## src/hw/rtl/mcdl_pkg.sv

```systemverilog
// ----------------------------------------------------------------------------
// mcdl_pkg
// Shared types and constants for the multi-channel debounce with lockout.
// ----------------------------------------------------------------------------
package mcdl_pkg;

  // widths of the request and result fields, counters, timer and configuration port
  localparam int unsigned FIELD_W    = 6;
  localparam int unsigned COUNT_W    = 4;
  localparam int unsigned TIMER_W    = 8;
  localparam int unsigned CFG_IDX_W  = 2;
  localparam int unsigned CFG_DATA_W = 8;

  // register reset values
  localparam logic [COUNT_W-1:0] DEBOUNCE_RST = 4'd4;
  localparam logic [TIMER_W-1:0] LOCKOUT_RST  = 8'd200;

  // register indexes on the configuration port
  typedef enum logic [CFG_IDX_W-1:0] {
    REG_DEBOUNCE = 2'd0,
    REG_LOCKOUT  = 2'd1
  } reg_idx_t;

  // settings seen by every channel
  typedef struct packed {
    logic [COUNT_W-1:0] debounce;
    logic [TIMER_W-1:0] lockout;
  } chan_cfg_t;

  // per-tick control into a channel
  typedef struct packed {
    logic step;    // a request is taken this cycle
    logic level;   // raw level, low is active
    logic absorb;  // pending marks fold into busy this tick
  } chan_ctl_t;

  // per-tick status out of a channel
  typedef struct packed {
    logic trig;     // debounce count reached this tick
    logic pend;     // pending after examination, before absorb
    logic pend_r;   // registered pending mark
  } chan_st_t;

endpackage

```

## src/hw/rtl/mcdl_in_if.sv

```systemverilog
// ----------------------------------------------------------------------------
// mcdl_in_if
// Request channel: one sampling tick with its clear controls.
// ----------------------------------------------------------------------------
interface mcdl_in_if;
  logic                                valid;
  logic                                ready;
  logic [mcdl_pkg::FIELD_W-1:0]        pin_levels;
  logic                                clear_busy;
  logic [mcdl_pkg::FIELD_W-1:0]        clear_latched;

  modport source (output valid, output pin_levels, output clear_busy,
                  output clear_latched, input ready);
  modport sink   (input valid, input pin_levels, input clear_busy,
                  input clear_latched, output ready);
endinterface

```

## src/hw/rtl/mcdl_out_if.sv

```systemverilog
// ----------------------------------------------------------------------------
// mcdl_out_if
// Result channel: flags after one sampling tick.
// ----------------------------------------------------------------------------
interface mcdl_out_if;
  logic                                valid;
  logic                                ready;
  logic                                busy_res;
  logic [mcdl_pkg::FIELD_W-1:0]        latched_events;
  logic [mcdl_pkg::FIELD_W-1:0]        pending_mask;

  modport source (output valid, output busy_res, output latched_events,
                  output pending_mask, input ready);
  modport sink   (input valid, input busy_res, input latched_events,
                  input pending_mask, output ready);
endinterface

```

## src/hw/rtl/mcdl_chan.sv

```systemverilog
// ----------------------------------------------------------------------------
// mcdl_chan
// One channel: low-run counter, pending mark and retrigger lockout timer.
// ----------------------------------------------------------------------------
module mcdl_chan (
  input  logic                clk,
  input  logic                rst_n,
  input  mcdl_pkg::chan_cfg_t cfg,
  input  mcdl_pkg::chan_ctl_t ctl,
  output mcdl_pkg::chan_st_t  st
);

  logic [mcdl_pkg::COUNT_W-1:0] count_r, count_nxt;
  logic [mcdl_pkg::TIMER_W-1:0] timer_r, timer_nxt;
  logic                         pend_r, pend_nxt;
  logic                         examine;
  logic [mcdl_pkg::COUNT_W:0]   run;
  logic                         trig;

  assign examine = !pend_r && (timer_r == '0);
  assign run     = {1'b0, count_r} + {{mcdl_pkg::COUNT_W{1'b0}}, 1'b1};
  assign trig    = examine && !ctl.level && (run >= {1'b0, cfg.debounce});

  always_comb begin
    count_nxt = count_r;
    if (examine) begin
      if (ctl.level || trig) begin
        count_nxt = '0;
      end else begin
        count_nxt = run[mcdl_pkg::COUNT_W-1:0];
      end
    end
  end

  // load then count down in the same tick
  always_comb begin
    if (trig) begin
      timer_nxt = (cfg.lockout == '0) ? '0 : cfg.lockout - 1'b1;
    end else if (timer_r != '0) begin
      timer_nxt = timer_r - 1'b1;
    end else begin
      timer_nxt = '0;
    end
  end

  assign pend_nxt = (pend_r || trig) && !ctl.absorb;

  always_ff @(posedge clk) begin
    if (!rst_n) begin
      count_r <= '0;
      timer_r <= '0;
      pend_r  <= 1'b0;
    end else if (ctl.step) begin
      count_r <= count_nxt;
      timer_r <= timer_nxt;
      pend_r  <= pend_nxt;
    end
  end

  assign st.trig   = trig;
  assign st.pend   = pend_r || trig;
  assign st.pend_r = pend_r;

endmodule

```

## src/hw/rtl/multi_channel_debounce_lockout_top.sv

```systemverilog
// ----------------------------------------------------------------------------
// multi_channel_debounce_lockout_top
// Debounces active-low sensor lines per channel, latches events, folds
// pending channels into one busy flag and holds off retriggers.
// ----------------------------------------------------------------------------
//
//  channel | dir | fields                                  | handshake
//  --------+-----+-----------------------------------------+-------------
//  in_ch   | in  | pin_levels, clear_busy, clear_latched   | valid/ready
//  out_ch  | out | busy_res, latched_events, pending_mask  | valid/ready
//  cfg_*   | in  | cfg_idx, cfg_wdata                      | cfg_we only
//
//  one request per cycle while no result is stalled; its result shows in the cycle after it is taken
//  all channel state updates at the accepting edge, result goes to one
//  output register, so in_ch.ready = !out valid || out_ch.ready
//  a stalled result holds and blocks new requests only while it waits
//  synchronous active-low reset: counters, timers, flags cleared, settings
//  back to debounce 4 and lockout 200
//
module multi_channel_debounce_lockout_top #(
  parameter int unsigned CHANNELS = 6
) (
  input  logic                              clk,
  input  logic                              rst_n,
  mcdl_in_if.sink                           in_ch,
  mcdl_out_if.source                        out_ch,
  input  logic                              cfg_we,
  input  logic [mcdl_pkg::CFG_IDX_W-1:0]    cfg_idx,
  input  logic [mcdl_pkg::CFG_DATA_W-1:0]   cfg_wdata
);

  localparam int unsigned FW = mcdl_pkg::FIELD_W;

  // settings
  logic [mcdl_pkg::COUNT_W-1:0] debounce_r;
  logic [mcdl_pkg::TIMER_W-1:0] lockout_r;
  mcdl_pkg::chan_cfg_t          chan_cfg;

  // global flags
  logic                busy_r, busy_nxt, busy_eff;
  logic [CHANNELS-1:0] latched_r, latched_nxt;

  // per-channel vectors
  logic [CHANNELS-1:0] lvl_vec, clr_vec, trig_vec, pend_vec, pend_r_vec;
  logic [CHANNELS-1:0] pend_nxt_vec;
  logic                any_pend, absorb;

  // handshake
  logic in_ready, accept;
  logic out_valid_r;
  logic            busy_out_r;
  logic [FW-1:0]   latched_out_r, pend_out_r;
  logic [FW-1:0]   latched_field, pend_field;

  // configuration writes
  always_ff @(posedge clk) begin
    if (!rst_n) begin
      debounce_r <= mcdl_pkg::DEBOUNCE_RST;
      lockout_r  <= mcdl_pkg::LOCKOUT_RST;
    end else if (cfg_we) begin
      case (mcdl_pkg::reg_idx_t'(cfg_idx))
        mcdl_pkg::REG_DEBOUNCE: debounce_r <= cfg_wdata[mcdl_pkg::COUNT_W-1:0];
        mcdl_pkg::REG_LOCKOUT:  lockout_r  <= cfg_wdata[mcdl_pkg::TIMER_W-1:0];
        default: ;
      endcase
    end
  end

  assign chan_cfg.debounce = debounce_r;
  assign chan_cfg.lockout  = lockout_r;

  assign in_ready    = !out_valid_r || out_ch.ready;
  assign accept      = in_ch.valid && in_ready;
  assign in_ch.ready = in_ready;

  // channels past the field width see a constant active level and no clear
  genvar gi;
  generate
    for (gi = 0; gi < CHANNELS; gi++) begin : g_chan
      mcdl_pkg::chan_ctl_t ctl;
      mcdl_pkg::chan_st_t  st;

      if (gi < FW) begin : g_in
        assign lvl_vec[gi] = in_ch.pin_levels[gi];
        assign clr_vec[gi] = in_ch.clear_latched[gi];
      end else begin : g_zero
        assign lvl_vec[gi] = 1'b0;
        assign clr_vec[gi] = 1'b0;
      end

      assign ctl.step   = accept;
      assign ctl.level  = lvl_vec[gi];
      assign ctl.absorb = absorb;

      mcdl_chan u_chan (
        .clk   (clk),
        .rst_n (rst_n),
        .cfg   (chan_cfg),
        .ctl   (ctl),
        .st    (st)
      );

      assign trig_vec[gi]     = st.trig;
      assign pend_vec[gi]     = st.pend;
      assign pend_r_vec[gi]   = st.pend_r;
      assign pend_nxt_vec[gi] = st.pend && !absorb;
    end

    // result fields keep the low bits only
    for (gi = 0; gi < FW; gi++) begin : g_field
      if (gi < CHANNELS) begin : g_live
        assign latched_field[gi] = latched_nxt[gi];
        assign pend_field[gi]    = pend_nxt_vec[gi];
      end else begin : g_pad
        assign latched_field[gi] = 1'b0;
        assign pend_field[gi]    = 1'b0;
      end
    end
  endgenerate

  // clears apply first, then triggers, then busy absorbs the pending set
  assign busy_eff    = busy_r && !in_ch.clear_busy;
  assign any_pend    = |pend_vec;
  assign absorb      = !busy_eff && any_pend;
  assign busy_nxt    = busy_eff || any_pend;
  assign latched_nxt = (latched_r & ~clr_vec) | trig_vec;

  always_ff @(posedge clk) begin
    if (!rst_n) begin
      busy_r    <= 1'b0;
      latched_r <= '0;
    end else if (accept) begin
      busy_r    <= busy_nxt;
      latched_r <= latched_nxt;
    end
  end

  // result register
  always_ff @(posedge clk) begin
    if (!rst_n) begin
      out_valid_r <= 1'b0;
    end else if (accept) begin
      out_valid_r <= 1'b1;
    end else if (out_ch.ready) begin
      out_valid_r <= 1'b0;
    end
  end

  always_ff @(posedge clk) begin
    if (accept) begin
      busy_out_r    <= busy_nxt;
      latched_out_r <= latched_field;
      pend_out_r    <= pend_field;
    end
  end

  assign out_ch.valid          = out_valid_r;
  assign out_ch.busy_res       = busy_out_r;
  assign out_ch.latched_events = latched_out_r;
  assign out_ch.pending_mask   = pend_out_r;

  // a waiting result blocks new requests
  a_stall_blocks: assert property (@(posedge clk) disable iff (!rst_n)
    (out_valid_r && !out_ch.ready) |-> !accept)
    else $error("request taken while result stalled");

  // every taken request leaves a result behind
  a_accept_result: assert property (@(posedge clk) disable iff (!rst_n)
    accept |=> out_valid_r)
    else $error("accepted request produced no result");

  // a pending mark survives a tick only while busy is held
  a_pend_busy: assert property (@(posedge clk) disable iff (!rst_n)
    (|pend_r_vec) |-> busy_r)
    else $error("pending mark without busy");

  // result busy matches the stored flag right after a request
  a_busy_match: assert property (@(posedge clk) disable iff (!rst_n)
    accept |=> (out_ch.busy_res == busy_r))
    else $error("result busy differs from flag");

endmodule
```

## src/flat_wrapper.sv

```systemverilog
// flat-port wrapper written by rule: the top's interface ports become plain ports
module multi_channel_debounce_lockout_top_flat 
#(
  parameter int unsigned CHANNELS = 6
)
  (clk, rst_n, cfg_we, cfg_idx, cfg_wdata, in_ch_valid, in_ch_pin_levels, in_ch_clear_busy, in_ch_clear_latched, in_ch_ready, out_ch_valid, out_ch_busy_res, out_ch_latched_events, out_ch_pending_mask, out_ch_ready);
  mcdl_in_if in_ch_i ();
  mcdl_out_if out_ch_i ();
  input  logic clk;
  input  logic rst_n;
  input  logic cfg_we;
  input  logic [mcdl_pkg::CFG_IDX_W-1:0] cfg_idx;
  input  logic [mcdl_pkg::CFG_DATA_W-1:0] cfg_wdata;
  input wire logic [$bits(in_ch_i.valid)-1:0] in_ch_valid;
  input wire logic [$bits(in_ch_i.pin_levels)-1:0] in_ch_pin_levels;
  input wire logic [$bits(in_ch_i.clear_busy)-1:0] in_ch_clear_busy;
  input wire logic [$bits(in_ch_i.clear_latched)-1:0] in_ch_clear_latched;
  output wire logic [$bits(in_ch_i.ready)-1:0] in_ch_ready;
  output wire logic [$bits(out_ch_i.valid)-1:0] out_ch_valid;
  output wire logic [$bits(out_ch_i.busy_res)-1:0] out_ch_busy_res;
  output wire logic [$bits(out_ch_i.latched_events)-1:0] out_ch_latched_events;
  output wire logic [$bits(out_ch_i.pending_mask)-1:0] out_ch_pending_mask;
  input wire logic [$bits(out_ch_i.ready)-1:0] out_ch_ready;
  assign in_ch_i.valid = in_ch_valid;
  assign in_ch_i.pin_levels = in_ch_pin_levels;
  assign in_ch_i.clear_busy = in_ch_clear_busy;
  assign in_ch_i.clear_latched = in_ch_clear_latched;
  assign in_ch_ready = in_ch_i.ready;
  assign out_ch_valid = out_ch_i.valid;
  assign out_ch_busy_res = out_ch_i.busy_res;
  assign out_ch_latched_events = out_ch_i.latched_events;
  assign out_ch_pending_mask = out_ch_i.pending_mask;
  assign out_ch_i.ready = out_ch_ready;
  multi_channel_debounce_lockout_top #(.CHANNELS(CHANNELS)) u_core (.clk(clk), .rst_n(rst_n), .in_ch(in_ch_i), .out_ch(out_ch_i), .cfg_we(cfg_we), .cfg_idx(cfg_idx), .cfg_wdata(cfg_wdata));
endmodule
```

## config.mk

```make
export PLATFORM = sky130hd
export DESIGN_NAME = multi_channel_debounce_lockout_top_flat
export DESIGN_NICKNAME = d
export VERILOG_FILES = /design/src/hw/rtl/mcdl_pkg.sv /design/src/hw/rtl/mcdl_in_if.sv /design/src/hw/rtl/mcdl_out_if.sv /design/src/hw/rtl/mcdl_chan.sv /design/src/hw/rtl/multi_channel_debounce_lockout_top.sv /design/src/flat_wrapper.sv
export SDC_FILE = /design/constraint.sdc
export NUM_CORES = 1
export LEC_CHECK = 0
export BUFFER_PORTS_ARGS = -buffer_cell sky130_fd_sc_hd__buf_2
export CAP_MARGIN = 15
export CORE_MARGIN = 8
export CORE_UTILIZATION = 55
export CTS_CLUSTER_DIAMETER = 50
export DETAILED_ROUTE_END_ITERATION = 10
export PLACE_DENSITY = 0.8
export SETUP_SLACK_MARGIN = 0.15
export SKIP_LAST_GASP = 1
export SLEW_MARGIN = 20
export SYNTH_ARGS = -nofsm -noshare
export SYNTH_HDL_FRONTEND = slang
export SYNTH_SLANG_ARGS = --single-unit
export TNS_END_PERCENT = 100
```

## constraint.sdc

```tcl
create_clock -name clk -period 3.7 [get_ports clk]
set_input_delay 0.185 -clock clk [delete_from_list [all_inputs] [get_ports clk]]
set_output_delay 0.185 -clock clk [all_outputs]
set_load 0.05 [all_outputs]
```

**Yosys cells after proc, flatten, opt, wreduce, memory -nomap -nowiden**

Cells that the tools add are included.

- Bits in registers: 111
- Input bits: 28
- Word-level logic and storage cells: 151
- Output and inout bits: 15

- $lt $le $gt $ge: 6
- Equal/unequal tests: 1
- Mux-type cells: 21
- Reductions and logical operators: 81
- $add $sub $neg: 13
- Bitwise operators: 3

Operators with widths:

| operator | number |
|---|---|
| $mux 8 | 13 |
| $logic_not 8->1 | 7 |
| $sub 8x1->8 const B | 7 |
| $reduce_bool 8->1 | 6 |
| $add 4x1->5 const B | 6 |
| $ge 5x4->1 | 6 |
| $logic_and 1x1->1 | 27 |
| $mux 4 | 6 |
| $logic_not 1->1 | 16 |
| $reduce_and 2->1 | 8 |
| $logic_or 1x1->1 | 14 |
| $and 6x6->6 | 1 |
| $not 6->6 | 1 |
| $or 6x6->6 | 1 |
| $reduce_or 6->1 | 1 |
| $eq 2x1->1 const B | 1 |
| $logic_not 2->1 | 1 |
| $mux 1 | 2 |
| $reduce_bool 2->1 | 1 |

**Longest topological paths before layout**

Gate-level depths: netlist of the first run.

- Depth in word-level cells: 9
- Gate-level depth with buffers: 10
- Mapped depth without buffers: 9

**Hierarchy**

From an unflattened synthesis of the first run, not the netlist that was laid out.

- Cell total of the unflattened synthesis: 903
- Area, all modules: 8298.0 µm²

Modules (own cells, without submodules):

| module | area each (µm²) | times used | cells an instance | seq. area each (µm²) |
|---|---|---|---|---|
| mcdl_chan (u_core.g_chan[0].u_chan ...) | 1196.1 | 5 | 132 | 260.2 |
| multi_channel_debounce_lockout_top | 1277.5 | 1 | 114 | 790.8 |
| mcdl_chan (u_core.g_chan[2].u_chan) | 1039.7 | 1 | 129 | 260.2 |

**Least setup slack after synthesis of the first run**

Ideal clock, no wire load.

- Kind: reg2reg
- From: reg u_core.g_chan[3].u_chan.count_r[0] (netlist name)
- To: reg u_core.g_chan[2].u_chan.pend_r
- Clock period less this slack: 2.587 ns
- Arrival: 2.514 ns
- Slack: 1.113 ns
- Stages on the path, launching flop included: 9
- Required time: 3.627 ns
- Buffers on the path: 0
- Library setup time: 0.073 ns
- Cell sequence: dfxtp_1 ha_1 ha_1 or3b_4 a2111oi_2 nor2_1 a2111o_1 o31a_1 nor3b_2

- Cells in the longest elaborated chain, start to end: 8

RTL lines:

| element | RTL line | source |
|---|---|---|
| start, declared | mcdl_chan.sv:13 | `logic [mcdl_pkg::COUNT_W-1:0] count_r, count_nxt;` |
| start signal, assigned | mcdl_chan.sv:54 | `count_r <= count_nxt;` |
| $add 4x1->5 | mcdl_chan.sv:21 | `assign run = {1'b0, count_r} + {{mcdl_pkg::COUNT_W{1'b0}}, 1'b1};` |
| $ge 5x4->1 | mcdl_chan.sv:22 | `assign trig = examine && !ctl.level && (run >= {1'b0, cfg.debounce});` |
| $logic_and 1x1->1 | mcdl_chan.sv:22 |  |
| $logic_or 1x1->1 | mcdl_chan.sv:61 | `assign st.pend = pend_r \|\| trig;` |
| $reduce_or 6->1 | multi_channel_debounce_lockout_top.sv:123 | `assign any_pend = \|pend_vec;` |
| $logic_and 1x1->1 | multi_channel_debounce_lockout_top.sv:124 | `assign absorb = !busy_eff && any_pend;` |
| $logic_not 1->1 | mcdl_chan.sv:46 | `assign pend_nxt = (pend_r \|\| trig) && !ctl.absorb;` |
| $logic_and 1x1->1 | mcdl_chan.sv:46 |  |
| end signal, assigned | mcdl_chan.sv:56 | `pend_r <= pend_nxt;` |
| end, declared | mcdl_chan.sv:15 | `logic pend_r, pend_nxt;` |

No other way between the ends.
A chain may end at the register's enable or synchronous reset.

**Final worst setup path of the first run**

- From: reg u_core.g_chan[0].u_chan.count_r[0] (netlist name)
- To: reg u_core.g_chan[0].u_chan.count_r[1] (netlist name)

- Cells in the longest elaborated chain, start to end: 5

RTL lines:

| element | RTL line | source |
|---|---|---|
| start, declared | mcdl_chan.sv:13 |  |
| start signal, assigned | mcdl_chan.sv:54 |  |
| $add 4x1->5 * | mcdl_chan.sv:21 |  |
| $ge 5x4->1 | mcdl_chan.sv:22 |  |
| $logic_and 1x1->1 | mcdl_chan.sv:22 |  |
| $logic_or 1x1->1 | mcdl_chan.sv:27 | `if (ctl.level \|\| trig) begin` |
| $mux 4 * | mcdl_chan.sv:27 |  |

Every way passes the cells marked *; elsewhere a longest branch is shown, timed or not.

==> impl_metrics.sql, run 1 <==
INSERT INTO impl_metrics (metric_group, metric, value, unit) VALUES
('global_route', 'grt_max_degree', '44', ''),
('sta', 'finalSetupViolCount', '0', ''),
('power', 'power.share.switching', '32.2', '%'),
('sta', 'fmaxAchievable', '338', 'MHz'),
('critical_path', 'critical_path_depth', '9', ''),
('synthesis', 'synth_ff_type', 'dfxtp_1', ''),
('synthesis', 'post_synth_xor_area_fraction', '2.02', '%'),
('critical_path', 'worstRegToRegCells', '9', ''),
('synthesis', 'syn_warnings', '0', ''),
('synthesis', 'synth.area.top_cells', 'dfxtp_1 30%, ha_1 7.9%, edfxtp_1 6.0%', ''),
('die', 'die_area', '0.0155', 'mm^2'),
('synthesis', 'largest_family_of_logic_cells_by_synthesized_area', 'simple AND/OR/NAND/NOR gates', ''),
('die', 'num_rows', '39', ''),
('die', 'i_o_pins', '43', ''),
('critical_path', 'cp_data_arrival_time', '3250', 'ps'),
('global_route', 'grt_overflow', '0', ''),
('synthesis', 'avgSynthCellArea', '8.53', 'um^2'),
('layout', 'layout_common_cells', '98 x dfxtp_1, 85 x nor2_1, 52 x a21oi_1', ''),
('place', 'dpl_cell_area', '0.00683', 'mm^2'),
('die', 'fp.coreArea', '0.0115', 'mm^2'),
('synthesis', 'synth_compound_area_share', '21.8', '%'),
('run_status', 'status', 'completed', ''),
('layout', 'fillers', '984', ''),
('cts', 'cts_hold_buf', '0', ''),
('place', 'routabilityCongestion', '0.883', ''),
('cts', 'htreeDepth', '3', ''),
('layout', 'layout.cells.most_common', 'dfxtp_1', ''),
('power', 'vdd.ir_drop.worst', '0.318', 'mV'),
('die', 'starting_density_of_the_core', '56.7', '%'),
('power', 'power.share.combinational', '26.2', '%'),
('critical_path', 'cp-start-kind', 'register', ''),
('layout', 'finalNetCount', '861', ''),
('hold_path', 'timing.hold.worst_path_depth', '3', ''),
('global_route', 'global_route.peak_usage_layer', 'met2', ''),
('die', 'die_x', '125', 'um'),
('routing', 'ant_nets', '0', ''),
('cts', 'clock_latency', '360', 'ps'),
('synthesis', 'postSynth.asyncResetShare', '0', '%'),
('layout', 'stdcell_area', '0.00715', 'mm^2'),
('cts', 'cts.sinks', '111', ''),
('routing', 'initial_drc_count', '408', ''),
('critical_path', 'crit_path_cell_trace', 'ha_1 -> xor2_1 -> ha_1 -> a21oi_1 -> o21ai_0 -> a31oi_2 -> nor2_1 -> or4b_2 -> a21oi_1', ''),
('sta', 'max-slew-margin-rel', '29.3', '%'),
('sta', 'maxSlewViolCount', '0', ''),
('synthesis', 'synth_edf_count', '13', ''),
('sta', 'period_utilisation_layout', '80.0', '%'),
('synthesis', 'yosys.area_share.adder', '7.90', '%'),
('place', 'io_buffers', '42', ''),
('power', 'cell_internal_pwr', '2.27', 'mW'),
('synthesis', 'post_synth_and_or_nand_nor_area_fraction', '24.4', '%'),
('critical_path', 'cp.buffers_inverters', '0', ''),
('cts', 'cts_repair_resize_count', '0', ''),
('power', 'power_frac_seq', '42.6', '%'),
('critical_path', 'worst-setup-path-type', 'register to register', ''),
('cts', 'cts_setup_buffers', '0', ''),
('synthesis', 'synth_area', '0.00650', 'mm^2'),
('global_route', 'initial_antenna_violation_count', '0', ''),
('cts', 'max-clock-path-buffers', '2', ''),
('sta', 'totalNegativeSetupSlack', '0', 'ps'),
('flow_run', 'maxCapViolations', '0', ''),
('synthesis', 'synth.mux.area_fraction', '3.54', '%'),
('global_route', 'met2_usage_in_global_routing', '36.1', '%'),
('synthesis', 'synth_top_area_share', '30.2', '%'),
('routing', 'drt_first_pass_iters', '6', ''),
('sta', 'hold_viol', '0', ''),
('sta', 'finClkSkew', '7.45', 'ps'),
('hold_path', 'min-delay-path-class', 'primary input to register', ''),
('power', 'p_per_area', '467', 'mW/mm^2'),
('routing', 'route.detailed.vias_per_inst', '6.43', ''),
('routing', 'dr_total_vias', '6044', ''),
('critical_path', 'endpoint_kind', 'register', '');
[synth_stat cells, types with 3 or more instances]
cell / n
a211oi_1: 11
a21o_1: 3
a21oi_1: 52
a22oi_1: 11
a2bb2oi_1: 3
a31oi_1: 14
and2_1: 6
and3_1: 6
buf_2: 3
clkbuf_1: 26
dfxtp_1: 98
edfxtp_1: 13
ha_1: 41
inv_1: 35
mux2i_1: 23
nand2_1: 48
nand2b_1: 9
nand3_1: 19
nand3b_1: 8
nor2_1: 85
nor2b_1: 7
nor3_1: 37
nor3b_1: 9
nor3b_2: 4
nor4_1: 13
nor4b_1: 4
nor4b_2: 3
o211a_1: 10
o211ai_1: 4
o21a_1: 7
o21ai_0: 44
o221a_2: 4
o221ai_1: 8
o31a_1: 4
o31ai_1: 3
o32ai_1: 3
or2_2: 3
or3_1: 10
or4_1: 5
or4b_2: 3
xnor2_1: 7
xor2_1: 8
[cell type report]
type                       count  area, um^2  share of cell area, %
timing repair buffer          51         278                   3.89
sequential                   111        2350                   32.9
inverter                      37         139                   1.94
tap                          143         179                   2.50
clock inverter                 7        95.1                   1.33
clock buffer                   9         225                   3.15
multi-input combinational    582        3880                   54.3
[tightest hold or removal path, delay by kind of cell]
kind                   cells  cell delay, ps
buffers and inverters      1              80
multiplexers               1              50
AND/OR/NAND/NOR            1              60
[worst paths after layout]
check	slack [ps]	startpoint	to
hold reg to reg	480	u_core.g_chan[3].u_chan.count_r[1]	u_core.g_chan[3].u_chan.count_r[1]
setup reg to reg	740	u_core.g_chan[0].u_chan.count_r[0]	u_core.g_chan[0].u_chan.count_r[1]
setup / recovery	740	u_core.g_chan[0].u_chan.count_r[0]	u_core.g_chan[0].u_chan.count_r[1]
hold / removal	50	cfg_wdata[7]	u_core.lockout_r[7]
[metrics by stage]
step | utilization, % | setup WS (ps) | std cells | power [mW]
final | 62.3 | 739 | 940 | 3.34
after global routing | 62.3 | 547 | 940 | 3.51
after CTS | 62.3 | 780 | 940 | 3.34
after detailed placement | 59.6 | 786 | 924 | 2.31
after global placement | 59.6 | 911 | 924 | 2.27
after floorplan | - | 1110 | 762 | 2.10
[per-layer routing]
layer  routed length, um  part of all wire [%]
met5                   0                     0
met4                 444                   2.7
met3                1150                   7.0
met2                8010                    49
met1                6910                    42
[sequential cells by signal, summed over array words and instances, names as in the netlist]
name,flops
u_core.out_ch.busy_res,1
u_core.g_chan.u_chan.timer_r,48
u_core.g_chan.u_chan.count_r,24
u_core.latched_r,6
u_core.out_ch.pending_mask,6
u_core.busy_r,1
u_core.lockout_r,8
u_core.g_chan.u_chan.pend_r,6
u_core.out_ch.latched_events,6
u_core.debounce_r,4
u_core.out_ch.valid,1
[logic make-up (layout without fill, tap and decap cells)]
group	after synthesis	after routing
AO/OA/AOI/OAI	209	209
adder cells (fa/ha/maj)	41	41
flip-flops	111	111
multiplexers	23	23
buffers and inverters	69	104
AND/OR/NAND/NOR	294	294
XOR/XNOR	15	15
[power by group through the flow]
stage	Combinational, mW	Sequential [mW]	Clock, mW
finish	0.875	1.42	1.04
CTS	0.866	1.42	1.06
floorplan	0.652	1.45	0
detailed placement	0.860	1.44	0
global route	0.972	1.44	1.10
global placement	0.831	1.44	0
Note: power is estimated with default switching activity, not from simulation.
==> inputs of run 2 (changes only) <==
ABC_AREA = 1   (was unset)
PLACE_DENSITY = 0.83   (was 0.8)
clock period = 2.55 ns   (was 3.7 ns; I/O delays follow)
==> run 2 against run 1 <==
Against the previous run:
- non-clock buffer count is 11 higher
- sequential cell count stayed put
- register-to-register slack got worse by 490 ps
- setup slack worse by 490 ps
- largest power group unchanged
- utilization is 1.3 points higher
- critical endpoint is now u_core.out_ch.pending_mask[4]
==> impl_metrics.sql, run 2 <==
INSERT INTO impl_metrics (metric_group, metric, value, unit) VALUES
('run_status', 'status', 'completed', ''),
('hold_path', 'timing.hold.worst_path_depth', '3', ''),
('synthesis', 'synth_edf_count', '13', ''),
('sta', 'max-slew-margin-rel', '34.0', '%'),
('sta', 'slew_at_the_pin_closest_to_its_max_slew_limit', '983', 'ps'),
('critical_path', 'crit_path_cell_trace', 'nand3_2 -> xnor2_2 -> ha_1 -> a21oi_2 -> nand3_2 -> nor2_4 -> nor2_4 -> nor2_4 -> nand2_1 -> nor2_2 -> nand2_2 -> nand2_4 -> nand2_2 -> inv_1', ''),
('synthesis', 'largest_family_of_logic_cells_by_synthesized_area', 'simple AND/OR/NAND/NOR gates', ''),
('critical_path', 'reg2reg_from', 'u_core.g_chan[3].u_chan.count_r[2]', ''),
('routing', 'drt_first_pass_iters', '6', ''),
('flow_run', 'maxCapViolations', '0', ''),
('cts', 'worst_setup_hold_path_clk_slew', '80', 'ps'),
('cts', 'max-clock-path-buffers', '2', ''),
('sta', 'period_utilisation_layout', '90.3', '%'),
('critical_path', 'worstRegToRegCells', '14', ''),
('die', 'die_height', '126', 'um'),
('die', 'i_o_pins', '43', ''),
('die', 'die_area', '0.0159', 'mm^2'),
('sta', 'finClkSkew', '7.80', 'ps'),
('routing', 'routed_wl', '16.1', 'mm'),
('synthesis', 'sequential_element_share_of_the_synthesized_area', '35.2', '%'),
('synthesis', 'avgSynthCellArea', '7.32', 'um^2'),
('critical_path', 'endpoint_kind', 'register', ''),
('sta', 'finalSetupViolCount', '0', ''),
('critical_path', 'critPathMaxFanout', '6', ''),
('global_route', 'grt_max_degree', '43', ''),
('layout', 'instances_no_fill', '1114', ''),
('cts', 'cts_root_buf', 'clkbuf_16', ''),
('routing', 'route.detailed.vias_per_inst', '5.43', ''),
('hold_path', 'min-delay-path-class', 'primary input to register', ''),
('power', 'p_per_area', '709', 'mW/mm^2'),
('sta', 'hold_viol', '0', ''),
('layout', 'biggestRegsByFlops', 'u_core.g_chan.u_chan.timer_r x48, u_core.g_chan.u_chan.count_r x24, u_core.lockout_r x8', ''),
('synthesis', 'yosys_reg_bits', '111', ''),
('routing', 'initial_drc_count', '591', ''),
('layout', 'layout.cells.most_common', 'nand2_1', ''),
('synthesis', 'syn-num-nets', '983', ''),
('critical_path', 'critical-path-slowest-cell', 'dfxtp_4', ''),
('global_route', 'first_global_vias', '5667', ''),
('critical_path', 'cp.buffers_inverters', '1', ''),
('routing', 'detail_route.wl_per_cell', '14.5', 'um'),
('synthesis', 'synth_commonest_cells', '168 x nand2_1, 140 x inv_1, 98 x dfxtp_1', ''),
('layout', 'layout-area-overhead-vs-synth', '13.9', '%'),
('synthesis', 'synth_top_area_share', '29.3', '%'),
('place', 'dp.final_hpwl', '11.1', 'mm'),
('synthesis', 'synth.most_common_cell', 'nand2_1', ''),
('hold_path', 'holdPathEnd', 'u_core.debounce_r[2]', ''),
('cts', 'numCtsBuffers', '9', ''),
('sta', 'finalCriticalPeriod', '2300', 'ps'),
('routing', 'detail_route.drc_violations', '0', ''),
('power', 'vdd.ir_drop.worst', '0.471', 'mV'),
('cts', 'clock_tree_from_tritoncts', 'yes', ''),
('place', 'preCtsSetupSlack', '149', 'ps'),
('synthesis', 'synth.mux.area_fraction', '0', '%'),
('layout', 'finalNetCount', '1031', ''),
('critical_path', 'worst_path_largest_cell_delay', '390', 'ps'),
('cts', 'htreeDepth', '3', ''),
('synthesis', 'yosysTopAreaCell', 'dfxtp_1', ''),
('synthesis', 'postSynth.asyncResetShare', '0', '%'),
('layout', 'final_layout_size_suffix_gt1_share', '19.3', '%'),
('layout', 'largest-register', 'u_core.g_chan.u_chan.timer_r', ''),
('synthesis', 'post_synth_inst_count', '914', ''),
('die', 'fp.coreArea', '0.0120', 'mm^2'),
('global_route', 'grt_overflow', '0', ''),
('critical_path', 'reg2reg_to', 'u_core.out_ch.pending_mask[4]', ''),
('die', 'die_x', '126', 'um'),
('critical_path', 'cp_top_family', 'simple AND/OR/NAND/NOR gates', ''),
('critical_path', 'worst-setup-path-type', 'register to register', ''),
('synthesis', 'synth_compound_area_share', '18.5', '%'),
('synthesis', 'synth.area.top_cells', 'dfxtp_1 29%, nand2_1 9.4%, inv_1 7.9%', ''),
('place', 'place.detailed.instances', '1090', ''),
('synthesis', 'yosys.area_share.adder', '7.67', '%'),
('critical_path', 'regToRegSetupSlack', '250', 'ps'),
('global_route', 'grt_first_pass_wirelength', '26.2', 'mm'),
('sta', 'totalNegativeSetupSlack', '0', 'ps'),
('die', 'num_rows', '40', ''),
('power', 'p_leak', '3.45', 'nW'),
('synthesis', 'synth_ff_type', 'dfxtp_1', ''),
('synthesis', 'post_synth_and_or_nand_nor_area_fraction', '25.0', '%'),
('die', 'starting_density_of_the_core', '55.9', '%'),
('global_route', 'grt_util_all_layers', '20.0', '%'),
('global_route', 'initial_antenna_violation_count', '0', ''),
('cts', 'clock_latency', '360', 'ps'),
('routing', 'ant_nets', '0', ''),
('sta', 'maxSlewViolCount', '0', ''),
('layout', 'largest_reg_flops', '48', ''),
('critical_path', 'cp-start-kind', 'register', ''),
('critical_path', 'cp_data_arrival_time', '2530', 'ps'),
('layout', 'layout_common_cells', '166 x nand2_1, 138 x inv_1, 88 x dfxtp_1', ''),
('critical_path', 'critical-path-top-cell-by-count', 'nor2_4', ''),
('sta', 'fmaxAchievable', '434', 'MHz'),
('place', 'io_buffers', '42', ''),
('routing', 'dr_total_vias', '6050', ''),
('critical_path', 'cp.required', '2780', 'ps'),
('synthesis', 'netlist-cell-type-count', '50', ''),
('sta', 'rsz0062_at_grt', 'true', ''),
('sta', 'layout_setup_ws', '247', 'ps'),
('hold_path', 'worstHoldStart', 'cfg_wdata[2]', ''),
('cts', 'cts.sinks', '111', ''),
('synthesis', 'post_synth_xor_area_fraction', '3.41', '%'),
('place', 'routabilityCongestion', '0.851', ''),
('synthesis', 'syn_warnings', '0', ''),
('synthesis', 'synth_area', '0.00669', 'mm^2'),
('layout', 'antenna_cells', '0', '');
[run 2: cell types whose count changed after synthesis, moves of 23 or more]
cell / delta
nand2_1: +120
nor2_1: -28
mux2i_1: -23
nor3_1: -24
a21oi_1: +35
nand3_1: +23
inv_1: +105
[run 2: report_power, final]
part	internal, mW	switching (mW)	leakage (nW)
Clock	0.676	0.697	0.137
Combinational	0.692	1.21	2.37
Sequential	1.96	0.159	0.939
Total	3.33	2.07	3.45
[run 2: cell type report]
class / count / area, um^2
Multi-Input combinational cell: 625 / 3790
Clock inverter: 7 / 56.3
Timing Repair Buffer: 62 / 410
Tap cell: 147 / 184
Inverter: 153 / 574
Fill cell: 1001 / 4350
Sequential cell: 111 / 2370
Clock buffer: 9 / 225
[run 2: how the worst max path moves through the flow]
stage	depth (start not counted)	start	slack, ps	endpoint
6_report	14	u_core.g_chan[3].u_chan.count_r[2]	250	u_core.out_ch.pending_mask[4]
4_1_cts	14	u_core.g_chan[2].u_chan.count_r[0]	150	u_core.out_ch.pending_mask[4]
3_5_place_dp	16	u_core.g_chan[4].u_chan.count_r[0]	150	u_core.out_ch.pending_mask[4]
2_1_floorplan	5	u_core.out_ch.valid	350	u_core.out_ch.busy_res
3_3_place_gp	14	u_core.g_chan[2].u_chan.count_r[0]	200	u_core.out_ch.pending_mask[4]
5_1_grt	14	u_core.g_chan[3].u_chan.count_r[1]	90	u_core.out_ch.pending_mask[1]
[run 2: per-layer routing]
metal	track usage [%]	up-vias	routed length (um)	share of wire, %
met4	5.45	0	221	1.4
met1	24.0	2783	7060	44
met5	0	-	0	0
li1	-	3109	-	-
met2	35.3	136	8110	50
met3	4.14	22	717	4.5
[run 2: per-stage QoR]
stage	hold slack [ps]	power [mW]	cell area (um^2)	util [%]
floorplan	254	3.61	6690	-
global placement	341	3.96	7100	59.3
detailed placement	347	4.00	7100	59.3
global route	20.2	5.74	7620	63.7
CTS	7.48	5.39	7430	62.2
finish	17.7	5.40	7620	63.7
[run 2: timing repair]
action                                  CTS  global route
hold endpoints to repair                  5             0
gates cloned                              0             0
endpoints found under the setup margin   13            38
gates resized for setup                   2            39
buffers inserted                          0             3
hold buffers                              5             0
pin swaps                                 0            10
[run 2: cells by family after synthesis]
logic type	count (synthesis)
AOI/OAI and AO/OA	213
adders and majority gates	41
DFF	111
buffers and inverters	178
and+or+nand+nor	345
xor gates and xnor gates	26
[run 2: worst register-to-register path, cell delays in order (launching register included)]
cell and delay (ps):
dfxtp_4 390, nand3_2 100, xnor2_2 160, ha_1 360, a21oi_2 160, nand3_2 110
nor2_4 150, nor2_4 70, nor2_4 100, nand2_1 70, nor2_2 160, nand2_2 80
nand2_4 140, nand2_2 80, inv_1 60
